<file path="src/hdl/b2da_pkg.sv">
// Package for the binary to decimal ASCII emitter.
// Holds the field widths and character constants; no dependencies.
`timescale 1ns / 1ps
`default_nettype none

package b2da_pkg;

    localparam int C_VALUE_W    = 32;
    localparam int C_CHAR_W     = 6;
    localparam int C_NUM_DIGITS = 10;
    localparam int C_BCD_W      = 4 * C_NUM_DIGITS;

    localparam logic [C_CHAR_W-1:0] C_CHAR_ZERO  = 6'd48;
    localparam logic [C_CHAR_W-1:0] C_CHAR_MINUS = 6'd45;

endpackage

`default_nettype wire

</file>
<file path="src/hdl/b2da_if.sv">
// Valid/ready channel interfaces for the emitter's input and output.
// Depends on b2da_pkg for the payload widths.
`timescale 1ns / 1ps
`default_nettype none

interface b2da_in_if import b2da_pkg::*; ();
    logic                 valid;
    logic                 ready;
    logic [C_VALUE_W-1:0] value;
    logic                 is_signed;

    modport source (output valid, output value, output is_signed, input ready);
    modport sink   (input valid, input value, input is_signed, output ready);
endinterface

interface b2da_out_if import b2da_pkg::*; ();
    logic                valid;
    logic                ready;
    logic [C_CHAR_W-1:0] character;
    logic                last;

    modport source (output valid, output character, output last, input ready);
    modport sink   (input valid, input character, input last, output ready);
endinterface

`default_nettype wire

</file>
<file path="src/hdl/binary_to_decimal_ascii_emitter.sv">
// The block takes one 32-bit value per transaction, with a flag that reads it as signed, and
// returns its decimal ASCII text one character per output transaction, most significant digit
// first, without leading zeros, with a leading '-' for a negative signed value and last set on
// the final digit. A serial double-dabble unit shifts the value in one bit per cycle, then the
// leading zero digits are dropped one per cycle and the characters are sent one per cycle from
// an output register while the output is ready. The input is not ready until the last
// character of the previous item has been loaded into the output register.
// Depends on b2da_pkg and the channel interfaces in b2da_if.
`timescale 1ns / 1ps
`default_nettype none

module binary_to_decimal_ascii_emitter import b2da_pkg::*; (
    input  wire        i_clk,
    input  wire        i_rst_n,
    b2da_in_if.sink    i_in,
    b2da_out_if.source o_out
);

    typedef enum logic [4:0] {
        S_IDLE = 5'b00001,
        S_CONV = 5'b00010,
        S_SKIP = 5'b00100,
        S_SIGN = 5'b01000,
        S_EMIT = 5'b10000
    } t_state;

    t_state               r_state, n_state;
    logic [C_VALUE_W-1:0] r_bin, n_bin;
    logic [C_BCD_W-1:0]   r_bcd, n_bcd;
    logic [4:0]           r_cnt, n_cnt;
    logic [3:0]           r_left, n_left;
    logic                 r_neg, n_neg;
    logic                 r_out_valid, n_out_valid;
    logic [C_CHAR_W-1:0]  r_out_char, n_out_char;
    logic                 r_out_last, n_out_last;

    logic [C_BCD_W-1:0]   w_adj;
    logic [3:0]           w_top;
    logic                 w_out_free;
    logic                 w_in_neg;

    assign w_top      = r_bcd[C_BCD_W-1 -: 4];
    assign w_out_free = !r_out_valid || o_out.ready;
    assign w_in_neg   = i_in.is_signed && i_in.value[C_VALUE_W-1];

    assign i_in.ready      = (r_state == S_IDLE);
    assign o_out.valid     = r_out_valid;
    assign o_out.character = r_out_char;
    assign o_out.last      = r_out_last;

    always_comb begin
        for (int k = 0; k < C_NUM_DIGITS; k++) begin
            if (r_bcd[4*k +: 4] >= 4'd5) begin
                w_adj[4*k +: 4] = r_bcd[4*k +: 4] + 4'd3;
            end else begin
                w_adj[4*k +: 4] = r_bcd[4*k +: 4];
            end
        end
    end

    always_comb begin
        n_state     = r_state;
        n_bin       = r_bin;
        n_bcd       = r_bcd;
        n_cnt       = r_cnt;
        n_left      = r_left;
        n_neg       = r_neg;
        n_out_valid = r_out_valid && !o_out.ready;
        n_out_char  = r_out_char;
        n_out_last  = r_out_last;

        unique case (r_state)
            S_IDLE: begin
                if (i_in.valid) begin
                    n_neg   = w_in_neg;
                    n_bin   = w_in_neg ? (~i_in.value + 1'b1) : i_in.value;
                    n_bcd   = '0;
                    n_cnt   = '0;
                    n_state = S_CONV;
                end
            end
            S_CONV: begin
                n_bcd = {w_adj[C_BCD_W-2:0], r_bin[C_VALUE_W-1]};
                n_bin = {r_bin[C_VALUE_W-2:0], 1'b0};
                n_cnt = r_cnt + 5'd1;
                if (r_cnt == 5'(C_VALUE_W - 1)) begin
                    n_left  = 4'(C_NUM_DIGITS);
                    n_state = S_SKIP;
                end
            end
            S_SKIP: begin
                if (w_top == 4'd0 && r_left != 4'd1) begin
                    n_bcd  = {r_bcd[C_BCD_W-5:0], 4'd0};
                    n_left = r_left - 4'd1;
                end else begin
                    n_state = r_neg ? S_SIGN : S_EMIT;
                end
            end
            S_SIGN: begin
                if (w_out_free) begin
                    n_out_valid = 1'b1;
                    n_out_char  = C_CHAR_MINUS;
                    n_out_last  = 1'b0;
                    n_state     = S_EMIT;
                end
            end
            S_EMIT: begin
                if (w_out_free) begin
                    n_out_valid = 1'b1;
                    n_out_char  = C_CHAR_ZERO + {2'b00, w_top};
                    n_out_last  = (r_left == 4'd1);
                    n_bcd       = {r_bcd[C_BCD_W-5:0], 4'd0};
                    n_left      = r_left - 4'd1;
                    if (r_left == 4'd1) begin
                        n_state = S_IDLE;
                    end
                end
            end
            default: begin
                n_state = S_IDLE;
            end
        endcase
    end

    always_ff @(posedge i_clk) begin
        if (!i_rst_n) begin
            r_state     <= S_IDLE;
            r_out_valid <= 1'b0;
        end else begin
            r_state     <= n_state;
            r_out_valid <= n_out_valid;
        end
        r_bin      <= n_bin;
        r_bcd      <= n_bcd;
        r_cnt      <= n_cnt;
        r_left     <= n_left;
        r_neg      <= n_neg;
        r_out_char <= n_out_char;
        r_out_last <= n_out_last;
    end

    a_conv_to_skip: assert property (@(posedge i_clk) disable iff (!i_rst_n)
        (r_state == S_CONV && r_cnt == 5'(C_VALUE_W - 1)) |=> (r_state == S_SKIP))
        else $error("Conversion did not end after the last bit.");

    a_emit_digit_ok: assert property (@(posedge i_clk) disable iff (!i_rst_n)
        (r_state == S_EMIT) |-> (w_top <= 4'd9 && r_left != 4'd0))
        else $error("Emitted digit is not a decimal digit.");

    a_minus_not_last: assert property (@(posedge i_clk) disable iff (!i_rst_n)
        (r_out_valid && r_out_char == C_CHAR_MINUS) |-> !r_out_last)
        else $error("Sign character carries the last mark.");

    a_done_after_last: assert property (@(posedge i_clk) disable iff (!i_rst_n)
        (r_state == S_EMIT && w_out_free && r_left == 4'd1)
            |=> (r_state == S_IDLE && r_out_valid && r_out_last))
        else $error("Final digit did not return the block to idle.");

endmodule

`default_nettype wire

</file>
<file path="src/flat_wrapper.sv">
// flat-port wrapper written by rule: the top's interface ports become plain ports
module binary_to_decimal_ascii_emitter_flat import b2da_pkg::*;
  (i_clk, i_rst_n, i_in_valid, i_in_value, i_in_is_signed, i_in_ready, o_out_valid, o_out_character, o_out_last, o_out_ready);
  b2da_in_if i_in_i ();
  b2da_out_if o_out_i ();
  input  wire i_clk;
  input  wire i_rst_n;
  input wire logic [$bits(i_in_i.valid)-1:0] i_in_valid;
  input wire logic [$bits(i_in_i.value)-1:0] i_in_value;
  input wire logic [$bits(i_in_i.is_signed)-1:0] i_in_is_signed;
  output wire logic [$bits(i_in_i.ready)-1:0] i_in_ready;
  output wire logic [$bits(o_out_i.valid)-1:0] o_out_valid;
  output wire logic [$bits(o_out_i.character)-1:0] o_out_character;
  output wire logic [$bits(o_out_i.last)-1:0] o_out_last;
  input wire logic [$bits(o_out_i.ready)-1:0] o_out_ready;
  assign i_in_i.valid = i_in_valid;
  assign i_in_i.value = i_in_value;
  assign i_in_i.is_signed = i_in_is_signed;
  assign i_in_ready = i_in_i.ready;
  assign o_out_valid = o_out_i.valid;
  assign o_out_character = o_out_i.character;
  assign o_out_last = o_out_i.last;
  assign o_out_i.ready = o_out_ready;
  binary_to_decimal_ascii_emitter u_core (.i_clk(i_clk), .i_rst_n(i_rst_n), .i_in(i_in_i), .o_out(o_out_i));
endmodule
</file>
<file path="config.mk">
export PLATFORM = sky130hd
export DESIGN_NAME = binary_to_decimal_ascii_emitter_flat
export DESIGN_NICKNAME = d
export VERILOG_FILES = /design/src/hdl/b2da_pkg.sv /design/src/hdl/b2da_if.sv /design/src/hdl/binary_to_decimal_ascii_emitter.sv /design/src/flat_wrapper.sv
export SDC_FILE = /design/constraint.sdc
export NUM_CORES = 1
export LEC_CHECK = 0
export BUFFER_PORTS_ARGS = -buffer_cell sky130_fd_sc_hd__buf_2
export CAP_MARGIN = 20
export CORE_MARGIN = 2
export CORE_UTILIZATION = 60
export CTS_BUF_LIST = sky130_fd_sc_hd__clkbuf_8
export DETAILED_ROUTE_END_ITERATION = 8
export PLACE_DENSITY = 0.8
export SYNTH_ARGS = -nofsm -noshare
export SYNTH_HDL_FRONTEND = slang
export SYNTH_SLANG_ARGS = --single-unit
</file>
<file path="constraint.sdc">
create_clock -name i_clk -period 6.5 [get_ports i_clk]
set_clock_uncertainty 0.15 [all_clocks]
set_input_delay 1.3 -clock i_clk [delete_from_list [all_inputs] [get_ports i_clk]]
set_output_delay 1.3 -clock i_clk [all_outputs]
set_load 0.05 [all_outputs]
</file>
Word-level counts from Yosys, hierarchy flattened
Cells that the tools add are included.

storage, ports and cells
  register bits = 95
  bits of input ports = 37
  output and inout bits = 9

cells by class
  $add $sub $neg = 14
  magnitude comparators = 10
  equality and inequality tests = 15
  muxes and demuxes = 39
  bitwise operators = 1
  reduce and logical (&&, ||, !) cells = 18

operators by type and width
  operator                                             number
  one-hot mux 40 bit (4 select lines)                  1
  2-to-1 mux 40 bit                                    3
  2-to-1 mux 32 bit                                    2
  one-hot mux 32 bit (2 select lines)                  1
  2-to-1 mux 4 bit                                     12
  >= comparator 4 x 3 -> 1 bit, second input constant  10
  2-to-1 mux 5 bit                                     8
  adder 4 x 2 -> 4 bit, second input constant          9
  adder 32 x 1 -> 32 bit, second input constant        1
  NOT 32 bit                                           1
  one-hot mux 5 bit (5 select lines)                   1
  2-to-1 mux 6 bit                                     2
  one-hot mux 4 bit (3 select lines)                   1
  one-hot mux 6 bit (2 select lines)                   1
  == test 5 bit, second input constant                 2
  != test 2 x 1 -> 1 bit, second input constant        5
  one-hot mux 5 bit (2 select lines)                   1
  AND reduction 4 bit                                  2
  adder 5 x 5 -> 6 bit, first input constant           1
  AND reduction 6 bit                                  1
  adder 5 x 1 -> 5 bit, second input constant          1
  == test 5 x 1 -> 1 bit, second input constant        1
  == test 5 x 2 -> 1 bit, second input constant        1
  == test 5 x 3 -> 1 bit, second input constant        1
  19 further kinds                                     28

Logic depth before layout (Yosys ltp)
Gate-level depths: netlist of run 1.

  word-level depth = 5
  gate-level depth with buffers = 8

Worst setup path before layout of run 1
OpenSTA, ideal clock, no wires.

  kind = in2reg
  from = input port o_out_ready
  to = register u_core.r_bcd[0] (enable)
  library setup time = 498 ps
  arrival = 4530 ps
  data required time = 5852 ps
  setup slack = 1322 ps
  cell stages on the path = 3
  buffers on the path = 0
  path through = nand2b_1 -> o22ai_1 -> a211oi_1

between the ends
  cells in the longest elaborated chain, start to end = 3

RTL lines
  item                              RTL line                                source
  start, declared                   flat_wrapper.sv:15                      input wire logic [$bits(o_out_i.ready)-1:0] o_out_ready;
  logical OR 1 bit                  binary_to_decimal_ascii_emitter.sv:43   assign w_out_free = !r_out_valid || o_out.ready;
  != test 2 x 1 -> 1 bit (no line)  n/a
  AND reduction 4 bit (no line)     n/a
  end signal, assigned              binary_to_decimal_ascii_emitter.sv:134  r_bcd <= n_bcd;
  end, declared                     binary_to_decimal_ascii_emitter.sv:29   logic [C_BCD_W-1:0] r_bcd, n_bcd;

Every way passes these cells.
A chain may end at the register's enable or synchronous reset.

Worst setup path after layout of run 1
  from = register u_core.r_state[1]
  to = output port i_in_ready

between the ends
  cells in the longest elaborated chain, start to end = 1

RTL lines
  item                    RTL line                                source
  start, declared         binary_to_decimal_ascii_emitter.sv:27   t_state r_state, n_state;
  start signal, assigned  binary_to_decimal_ascii_emitter.sv:130  r_state <= n_state;
  == test 5 x 1 -> 1 bit  binary_to_decimal_ascii_emitter.sv:46   assign i_in.ready = (r_state == S_IDLE);
  end, declared           flat_wrapper.sv:11                      output wire logic [$bits(i_in_i.ready)-1:0] i_in_ready;

Every way passes these cells.

==> results of run 1 <==
-- registers in the layout (all words and copies together), names as in the netlist --
signal                  cells
u_core.r_bcd               40
u_core.r_bin               32
u_core.o_out.character      5
u_core.r_cnt                5
u_core.r_state              5
u_core.r_left               4
u_core.o_out.last           1
u_core.o_out.valid          1
u_core.r_neg                1
-- worst max-delay path, delay by kind of cell (launching register included) --
kind | cells | cell delay (ns)
AND/OR/NAND/NOR | 2 | 0.47
flip-flops | 1 | 0.41
buffers and inverters | 2 | 0.40
-- final cells by class --
cell class              count  share of cell area (%)
clock buffers               9                    2.00
clock inverters             7                    1.56
inverters                  31                    1.88
multi-input cells         425                    43.5
flip-flops and latches     94                    44.6
well taps                 111                    2.24
repair buffers             49                    4.16
-- metrics by stage --
step	power (uW)	setup slack, ns
after floorplan	1090	1.32
after global placement	1170	3.23
after detailed placement	1190	3.12
after CTS	1620	3.39
after global routing	1700	3.30
final	1610	3.41
-- metal layers --
layer / vias to the layer above / track usage (%) / share of wire [%] / wire length, um
li1: 2128 / - / - / -
met5: - / 0 / 0 / 0
met1: 1991 / 28.8 / 45 / 4950
met3: 12 / 4.16 / 4.5 / 492
met4: 0 / 5.72 / 1.1 / 119
met2: 113 / 39.0 / 49 / 5380
-- cells in the final DEF (no fill, tap or decap), drive strengths merged, types with 15 or more instances in the layout --
master,count
buf,49
edfxtp,88
nor2,45
nand2b,15
ha,26
inv,33
o31ai,15
xor2,26
a21oi,49
xnor2,21
nor3b,15
o21ai,71
nand2,73
-- power by group --
group	total (uW)	leakage, uW	internal (uW)	switching, uW
Combinational	344	0.00120	134	211
Clock	431	0.000114	219	212
Sequential	839	0.000914	771	67.9
-- how the worst min path moves through the flow --
stage                             startpoint                          to  slack (ns)  depth (start not counted)
3_3_place_gp   u_core.r_bin[0]$_SDFFCE_PP0P_   u_core.r_bin[1]$_DFFE_PP_        0.35                          2
5_1_grt            u_core.r_bin[6]$_DFFE_PP_   u_core.r_bin[7]$_DFFE_PP_        0.43                          2
3_5_place_dp       u_core.r_bin[5]$_DFFE_PP_   u_core.r_bin[6]$_DFFE_PP_        0.37                          2
2_1_floorplan      u_core.r_bin[9]$_DFFE_PP_  u_core.r_bin[10]$_DFFE_PP_        0.35                          2
6_report          u_core.r_bin[31]$_DFFE_PP_   u_core.r_bcd[0]$_DFFE_PP_        0.39                          1
4_1_cts           u_core.r_bin[31]$_DFFE_PP_   u_core.r_bcd[0]$_DFFE_PP_        0.39                          1
-- kinds of logic (layout without fill, tap and decap cells) --
kind of cell,count (synthesis),after routing,share of synthesized area (%)
AO/OA/AOI/OAI,155,155,15.4
buffers and inverters,54,96,3.78
multiplexers,3,3,0.531
other,1,1,0.0663
XOR/XNOR,47,47,7.28
adder cells (fa/ha/maj),26,26,5.75
flip-flops,94,94,48.9
AND/OR/NAND/NOR,193,193,18.3
==> impl_results.md, run 1 <==
- Status: finished, final reports clean
- Clk sinks: 94
- DRC Markers: 0
- Worst EP arrival: 1.64 ns
- Yosys reg bits: 94
- Final core occ: 67.3%
- Reg2reg end: u_core.r_bcd[4]$_DFFE_PP_
- Mean post-synth cell area: 9.87 um^2
- Skew-Pair Late Insertion Delay: 0.36 ns
- Inst Count DP: 710
- Synth warn: 0
- Synth top area cells: edfxtp_1, o21ai_0, ha_1
- Most common cell in the netlist: edfxtp_1
- Die area: 10200 um^2
- CP max stage cell: dfxtp_1
- Critical Path Start: u_core.r_state[1]$_SDFFE_PN0P_
- Final net count: 673
- R2R cell count: 7
- Maximum vdd ir drop: 122 uV
- # H-tree levels: 3
- Flop2flop setup slack: 3.57 ns
- Syn Inst Count: 573
- Post-synth top area cell: edfxtp_1
- Antenna cells: 0
- DRT Wirelength: 10900 um
- IO Pins: 46
- Reg area: 2760 um^2
- Most frequent cells after synthesis: edfxtp_1, nand2_1, o21ai_0, a21oi_1, nor2_1
- Core Footprint: 9200 um^2
- 1st-pass router iterations: 5
- Max-cap violation count: 0
- Share of the synthesized area in the top cell type: 46.7%
- CTS Buf Count: 9
- 1st-iter DRT viols: 266
- Largest net degree at the start of global routing: 70
- First-pass GRT wire length: 18200 um
- Setup_tns: 0 ns
- Maximum clock path buffer count: 2
- Max_slew headroom: 52.8%
- Cell area after synthesis: 5650 um^2
- Wire per inst: 15.1 um
- CP Data Required Time: 5.05 ns
- Die Y: 101 um
- Area Growth Syn to Fin: 9.50%
- Initial antenna violation count: 0
- Critical setup path kind: flop to output port
- Pwr/cell area: 261 nW/um^2
- Final hold vios: 0
- GPL Wtd Cong: 0.902
- Max stage delay on crit path: 0.41 ns
- Synth unique cells: 53
- Post-Syn Nets: 636
- Ys flop type: edfxtp_1
- Clk root buf: clkbuf_8
- Pleak: 0.00223 uW
- Synth async-reset ratio: 0%
- Fin cells: 726
- RR Startpoint: u_core.r_state[3]$_SDFFE_PN0P_
- Post-placement cell area: 5970 um^2
- Number of hold buffers added after cts: 0
- Vias in the first global route: 4098
- Vias per inst: 5.85
- Hold_ws: 0.387 ns
- Worst-Margin Slew: 0.707 ns
- Setup bufs post-CTS: 0
- Final period demand of the worst path: 3.09 ns
- # fillers: 710
- Critical Path, Cell by Cell: nor2_2, nand3_1, inv_1, buf_2
- Final setup fails: 0
- CTS tree: done
- RSZ-0062 raised after global routing: no
- Initial Utilization: 61.5%
- Max Clk Rate: 0.323 GHz
- Critical Path End Type: output port
- End point of the critical path: i_in_ready
- Resized Gates After CTS: 0
- Fin area: 6190 um^2
- EDFF count, synth: 88
- GRT Residual Overflow: 0
- Sequential area share after synthesis: 48.9%
- Rows: 35
- Port Buffers: 44
- Reg clk slew, reported paths: 0.10 ns
- Total global-route track usage: 22.4%
- CP startpoint kind: flop
- HP Class: flop to flop
- Final period utilization: 47.6%
- Largest fanout on the critical path: 7
- Area of the multi-input gates: 2690 um^2
- Ratio of cells with drive above 1 in the final layout: 13.2%
- Via count: 4244
- Final slew viol count: 0
- Antenna Nets Post-Route: 0
- DP HPWL: 7590 um
- Die Wd: 101 um
No activity file was read; power rests on OpenSTA's default activity.
==> run 2: changes to the inputs <==
- ABC_AREA: default -> 1
- clock period: 6.5 -> 3 ns (I/O delays scaled with it)
==> run 2 against run 1 <==
Compared with the run above:
- via count rose by 16%
- total power rose to 3.1 times the previous value
- die area rose by 7.8%
- largest cell class is now multi-input combinational cells
- critical path type is now flop to flop
- synthesized cell count rose by 25%
==> impl_results.md, run 2 <==
- Syn Inst Count: 717 (+25%)
- CTS tree: done
- Max-cap violation count: 0 (unchanged)
- First-pass GRT wire length: 21100 um (+16%)
- Via count: 4926 (+16%)
- Synth async-reset ratio: 0% (unchanged)
- Pleak: 0.00283 uW (+27%)
- Share of the synthesized area in the top cell type: 43.2% (-3.5 points)
- Final net count: 820 (+22%)
- Sequential area share after synthesis: 45.2% (-3.7 points)
- Skew-Pair Late Insertion Delay: 0.36 ns (about the same)
- Ratio of cells with drive above 1 in the final layout: 14.6% (+1.4 points)
- Port Buffers: 44 (unchanged)
- Reg clk slew, reported paths: 0.09 ns (about the same)
- Clk root buf: clkbuf_8
- Final slew viol count: 0 (unchanged)
- CTS Buf Count: 9 (unchanged)
- Synth unique cells: 41 (-23%)
- Antenna Nets Post-Route: 0 (unchanged)
- Delay-heaviest family, CP: buffers and inverters
- Final setup fails: 0 (unchanged)
- Pint: 3040 uW (+170%)
- EDFF count, synth: 88 (unchanged)
- Ys flop type: edfxtp_1
- Fin area: 6610 um^2 (+6.9%)
- Setup bufs post-CTS: 0 (unchanged)
- # H-tree levels: 3 (unchanged)
- IO Pins: 46 (unchanged)
- HP Class: input port to flop
- Rows: 36 (+2.9%)
- Synth Area in Simple Gates: 24.2% (+5.9 points)
- Multiplexer share of the synthesized area: 0% (-0.53 points)
- CP Buf/Inv Count: 2 (unchanged)
- Cell area after synthesis: 6110 um^2 (+8.1%)
- Clk sinks: 94 (unchanged)
- Top flop regs: u_core.r_bcd: 40 flops, u_core.r_bin: 32 flops
- 1st-iter DRT viols: 295 (+11%)
- Mean post-synth cell area: 8.52 um^2 (-14%)
- Critical Path End Type: flop
- Max Clk Rate: 0.465 GHz
- P_sw: 1890 uW (+290%)
- Largest net degree at the start of global routing: 49 (-30%)
- Fraction of the mapped netlist area in compound gates: 14.2% (-1.3 points)
- Die Wd: 105 um (+3.8%)
- Setup_tns: 0 ns (unchanged)
- Final period demand of the worst path: 2.15 ns
- Resized Gates After CTS: 0 (unchanged)
- Clock power share: 19.6% (-7.1 points)
- Initial antenna violation count: 0 (unchanged)
- Sw frac: 38.4% (+8.0 points)
- Maximum clock path buffer count: 2 (unchanged)
- Yosys reg bits: 94 (unchanged)
- Die Y: 105 um (+3.8%)
- Reg power frac: 45.9% (-6.1 points)
- DP HPWL: 8890 um (+17%)
- Final Power: 4930 uW (+210%)
- Final period utilization: 71.7%
- Worst EP arrival: 2.11 ns (+0.47 ns)
- Status: finished, final reports clean
- Max FFs per register: 40 (unchanged)
- RSZ-0062 raised after global routing: no
- Die area: 11000 um^2 (+7.8%)
- CP startpoint kind: flop
- Largest family of logic cells by synthesized area: simple AND/OR/NAND/NOR gates
- Antenna cells: 0 (unchanged)
- Most flops, register: u_core.r_bcd
- Most common cell in the netlist: nand2_1
- Post-synth top area cell: edfxtp_1
- Critical setup path kind: flop to flop
- DRC Markers: 0 (unchanged)
- Worst-Margin Slew: 0.723 ns (+0.0159 ns)
- CP Data Required Time: 2.96 ns (-2.09 ns)
- Crit-path most repeated cell: buf_4
- Vias in the first global route: 4727 (+15%)
- Synth warn: 0 (unchanged)
- Post-placement cell area: 6380 um^2 (+6.9%)
- Number of hold buffers added after cts: 0 (unchanged)
- Most frequent cells after synthesis: nand2_1, inv_1, edfxtp_1, nor2_1, o21ai_0
- Pwr/cell area: 746 nW/um^2 (+190%)
- Max stage delay on crit path: 0.46 ns (+0.05 ns)
- Vias per inst: 5.50 (-5.8%)
- 1st-pass router iterations: 5 (unchanged)
- Commonest non-fill, non-tap cell in the layout: nand2_1
- DRT Wirelength: 12300 um (+12%)
- Initial Utilization: 62.2% (+0.76 points)
- Total global-route track usage: 23.6% (+1.2 points)
- Area Growth Syn to Fin: 8.23%
- CP max stage cell: dfxtp_1
- Synth top area cells: edfxtp_1, nand2_1, inv_1
- Post-Synth XOR/XNOR Area: 2.29% (-5.0 points)
- Largest fanout on the critical path: 35 (+28)
- Maximum vdd ir drop: 370 uV (+200%)
- GRT Residual Overflow: 0 (unchanged)
- Core Footprint: 9820 um^2 (+6.8%)
- # fillers: 815 (+15%)
- Wire per inst: 13.7 um (-9.0%)
- Critical Path, Cell by Cell: nor2_4, nand3_2, buf_4, buf_4, o21ai_0, a21oi_1, nor2_1
- Most frequent cells in the layout: nand2_1, inv_1, edfxtp_1
- Max_slew headroom: 51.7% (-1.1 points)
- Flop2flop setup slack: 0.85 ns (-2.72 ns)
- GPL Wtd Cong: 0.884 (-1.9%)
- Comb pwr share: 34.5% (+13 points)
- Post-Syn Nets: 780 (+23%)
- Area share of fa/ha/maj cells after synthesis: 5.32% (-0.43 points)
- Final hold vios: 0 (unchanged)
==> run 2: power groups by stage <==
stage | Sequential (uW) | Combinational, uW | Clock (uW)
2_1_floorplan | 2230 | 1300 | 0
3_3_place_gp | 2260 | 1590 | 0
3_5_place_dp | 2280 | 1690 | 0
4_1_cts | 2260 | 1710 | 982
5_1_grt | 2320 | 1940 | 1030
6_report | 2260 | 1700 | 965
==> run 2: worst paths after layout <==
kind                                    end                            from  cells after the start
min reg2reg      u_core.r_bin[28]$_DFFE_PP_      u_core.r_bin[27]$_DFFE_PP_                      2
min          u_core.r_state[0]$_SDFFE_PN1P_                         i_rst_n                      2
max reg2reg       u_core.r_bin[8]$_DFFE_PP_  u_core.r_state[2]$_SDFFE_PN0P_                      7
max               u_core.r_bin[8]$_DFFE_PP_  u_core.r_state[2]$_SDFFE_PN0P_                      7
==> run 2: layout make-up <==
cell class | instances | area (um^2) | area share [%]
Timing Repair Buffer | 49 | 258 | 3.90
Inverter | 98 | 373 | 5.64
Sequential cell | 94 | 2760 | 41.8
Clock inverter | 7 | 106 | 1.61
Multi-Input combinational cell | 505 | 2820 | 42.7
Tap cell | 133 | 166 | 2.52
Clock buffer | 9 | 124 | 1.87
==> run 2: cell families (layout without fill, tap and decap cells) <==
group / count (synthesis) / in the layout
and+or+nand+nor: 318 / 318
other: 1 / 1
AOI/OAI and AO/OA: 144 / 144
xor gates and xnor gates: 16 / 16
buffers and inverters: 118 / 163
DFF: 94 / 94
adders and majority gates: 26 / 26
==> run 2: per-stage QoR <==
step / hold slack [ns] / instances / setup WS, ns / util, %
2_1_floorplan: 0.344 / 717 / 0.521 / -
3_3_place_gp: 0.350 / 879 / 0.870 / 65.0
3_5_place_dp: 0.356 / 879 / 0.827 / 65.0
4_1_cts: 0.303 / 895 / 0.829 / 67.4
5_1_grt: 0.300 / 895 / 0.671 / 67.4
6_report: 0.329 / 895 / 0.850 / 67.4
==> run 2: layer usage <==
layer  up-vias  GRT usage [%]  part of all wire (%)
li1       2489              -                     -
met1      2284           30.0                    45
met2       139           40.9                    49
met3        14           3.81                   4.7
met4         0           8.10                  0.97
met5         -              0                     0
==> run 3: changes to the inputs <==
- clock period: 3 -> 2.2 ns (I/O delays scaled with it)
==> run 3 against run 2 <==
Compared with the run above:
- clock power is 32% higher
- global-route usage fell by 0.087 points
- combinational power rose by 43%
- hold slack lost 0.17 ns
- cell count is 0.11% higher
- first-iteration DRC count shrank 6.1%
- register-to-register slack worse by 0.62 ns
- critical endpoint is now i_in_ready
- largest power group unchanged
==> impl_results.md, run 3 (synthesis results as in run 2) <==
- Initial Utilization: 62.2% (unchanged)
- Antenna cells: 0 (unchanged)
- HP Class: input port to flop
- Worst EP arrival: 1.43 ns (-0.68 ns)
- Vias per inst: 5.54 (+0.68%)
- Resized Gates After CTS: 0 (unchanged)
- Pleak: 0.00283 uW (about the same)
- Largest net degree at the start of global routing: 49 (unchanged)
- Final WS setup: 0.176 ns (-0.674 ns)
- Reg area: 2770 um^2 (+0.18%)
- Reg clk slew, reported paths: 0.09 ns (about the same)
- 1st-iter DRT viols: 277 (-6.1%)
- Core Footprint: 9820 um^2 (unchanged)
- Critical setup path kind: flop to output port
- Port Buffers: 44 (unchanged)
- Die Y: 105 um (unchanged)
- DRT Wirelength: 12500 um (+2.1%)
- Critical Path End Type: output port
- Final hold vios: 0 (unchanged)
- Wire per inst: 14.0 um (+2.0%)
- Final core occ: 68.0% (+0.69 points)
- 1st-pass router iterations: 5 (unchanged)
- Most frequent cells in the layout: nand2_1, inv_1, edfxtp_1
- Vias in the first global route: 4821 (+2.0%)
- Top flop regs: u_core.r_bcd: 40 flops, u_core.r_bin: 32 flops
- CTS tree: done
- Skew-Pair Late Insertion Delay: 0.37 ns (about the same)
- DP HPWL: 8950 um (+0.68%)
- CP Data Required Time: 1.61 ns (-1.35 ns)
- CTS Buf Count: 9 (unchanged)
- Pwr/cell area: 1020 nW/um^2 (+36%)
- Maximum clock path buffer count: 2 (unchanged)
- Rows: 36 (unchanged)
- GRT Residual Overflow: 0 (unchanged)
- Antenna Nets Post-Route: 0 (unchanged)
- Clk root buf: clkbuf_8
- Largest fanout on the critical path: 3 (-91%)
- Final slew viol count: 0 (unchanged)
- Commonest non-fill, non-tap cell in the layout: nand2_1
- # fillers: 800 (-1.8%)
- Max-cap violation count: 0 (unchanged)
- Clk sinks: 94 (unchanged)
- Worst-Margin Slew: 0.553 ns (-0.170 ns)
- # H-tree levels: 3 (unchanged)
- RSZ-0062 raised after global routing: no
- First-pass GRT wire length: 21100 um (-0.36%)
- Pre-CTS WS: 0.180 ns (-0.647 ns)
- Max Clk Rate: 0.494 GHz
- Max_slew headroom: 63.1% (+11 points)
- Ratio of cells with drive above 1 in the final layout: 15.9% (+1.3 points)
- IO Pins: 46 (unchanged)
- GPL Wtd Cong: 0.919 (+3.9%)
- Number of hold buffers added after cts: 0 (unchanged)
- Final net count: 821 (+0.12%)
- Initial antenna violation count: 0 (unchanged)
- Final period demand of the worst path: 2.02 ns
- Die Wd: 105 um (unchanged)
- Setup bufs post-CTS: 0 (unchanged)
- Via count: 4965 (+0.79%)
- Final setup fails: 0 (unchanged)
- Die area: 11000 um^2 (unchanged)
- Area Growth Syn to Fin: 9.34%
- Status: finished, final reports clean
- CP startpoint kind: flop
- Maximum vdd ir drop: 485 uV (+31%)
- Final period utilization: 92.0%
- DRC Markers: 0 (unchanged)
- Max FFs per register: 40 (unchanged)
- Total global-route track usage: 23.5% (-0.087 points)
- Area of the multi-input gates: 2850 um^2 (+0.84%)
- Most flops, register: u_core.r_bcd
==> run 3: cell types whose count changed in the layout (fill, tap and decap cells not counted), sizes merged <==
cell,before,now
buf,49,50
clkinvlp,0,2
bufinv,3,2
clkinv,1,2
inv,101,99
==> run 3: path summary, 6_finish.rpt <==
check | start | endpoint | slack (ns) | depth (start not counted)
hold reg to reg | u_core.r_bin[25]$_DFFE_PP_ | u_core.r_bin[26]$_DFFE_PP_ | 0.38 | 2
setup / recovery | u_core.r_state[0]$_SDFFE_PN1P_ | i_in_ready | 0.18 | 5
setup reg to reg | u_core.r_bcd[16]$_DFFE_PP_ | u_core.r_bcd[17]$_DFFE_PP_ | 0.23 | 8
hold / removal | i_rst_n | u_core.r_state[0]$_SDFFE_PN1P_ | 0.16 | 2
==> run 3: final cells by class <==
cell class	instances	area share, %
clock buffers	9	1.85
clock inverters	7	1.46
inverters	98	5.62
multi-input cells	505	42.6
flip-flops and latches	94	41.4
well taps	133	2.49
repair buffers	50	4.53
==> run 3: layer usage <==
layer / up-vias / wire (um) / GRT usage, %
met4: 0 / 197 / 10.9
met3: 18 / 590 / 2.74
met5: - / 0 / 0
li1: 2490 / - / -
met1: 2315 / 5460 / 29.6
met2: 142 / 6290 / 40.4
==> run 3: power by group <==
group,switching [uW],internal [uW],total [uW]
clock,625,644,1270
combinational,1680,757,2430
sequential,373,2720,3090
==> run 3: through the flow <==
| stage | cells | cell area [um^2] | hold WS (ns) | setup TNS (ns) | total power [uW] |
|---|---|---|---|---|---|
| 6_report | 896 | 6680 | 0.155 | 0 | 6800 |
| 2_1_floorplan | 717 | 6150 | 0.344 | -9.39 | 4860 |
| 3_3_place_gp | 880 | 6460 | 0.349 | 0 | 5350 |
| 3_5_place_dp | 880 | 6460 | 0.355 | 0 | 5530 |
| 5_1_grt | 896 | 6680 | 0.159 | 0 | 7260 |
| 4_1_cts | 896 | 6680 | 0.134 | 0 | 6810 |
==> run 3: critical path, stage by stage, from the launching register on <==
cell	delay (ns)
dfxtp_1	0.41
inv_1	0.06
nor2_1	0.11
nand3_2	0.15
inv_4	0.09
buf_2	0.25
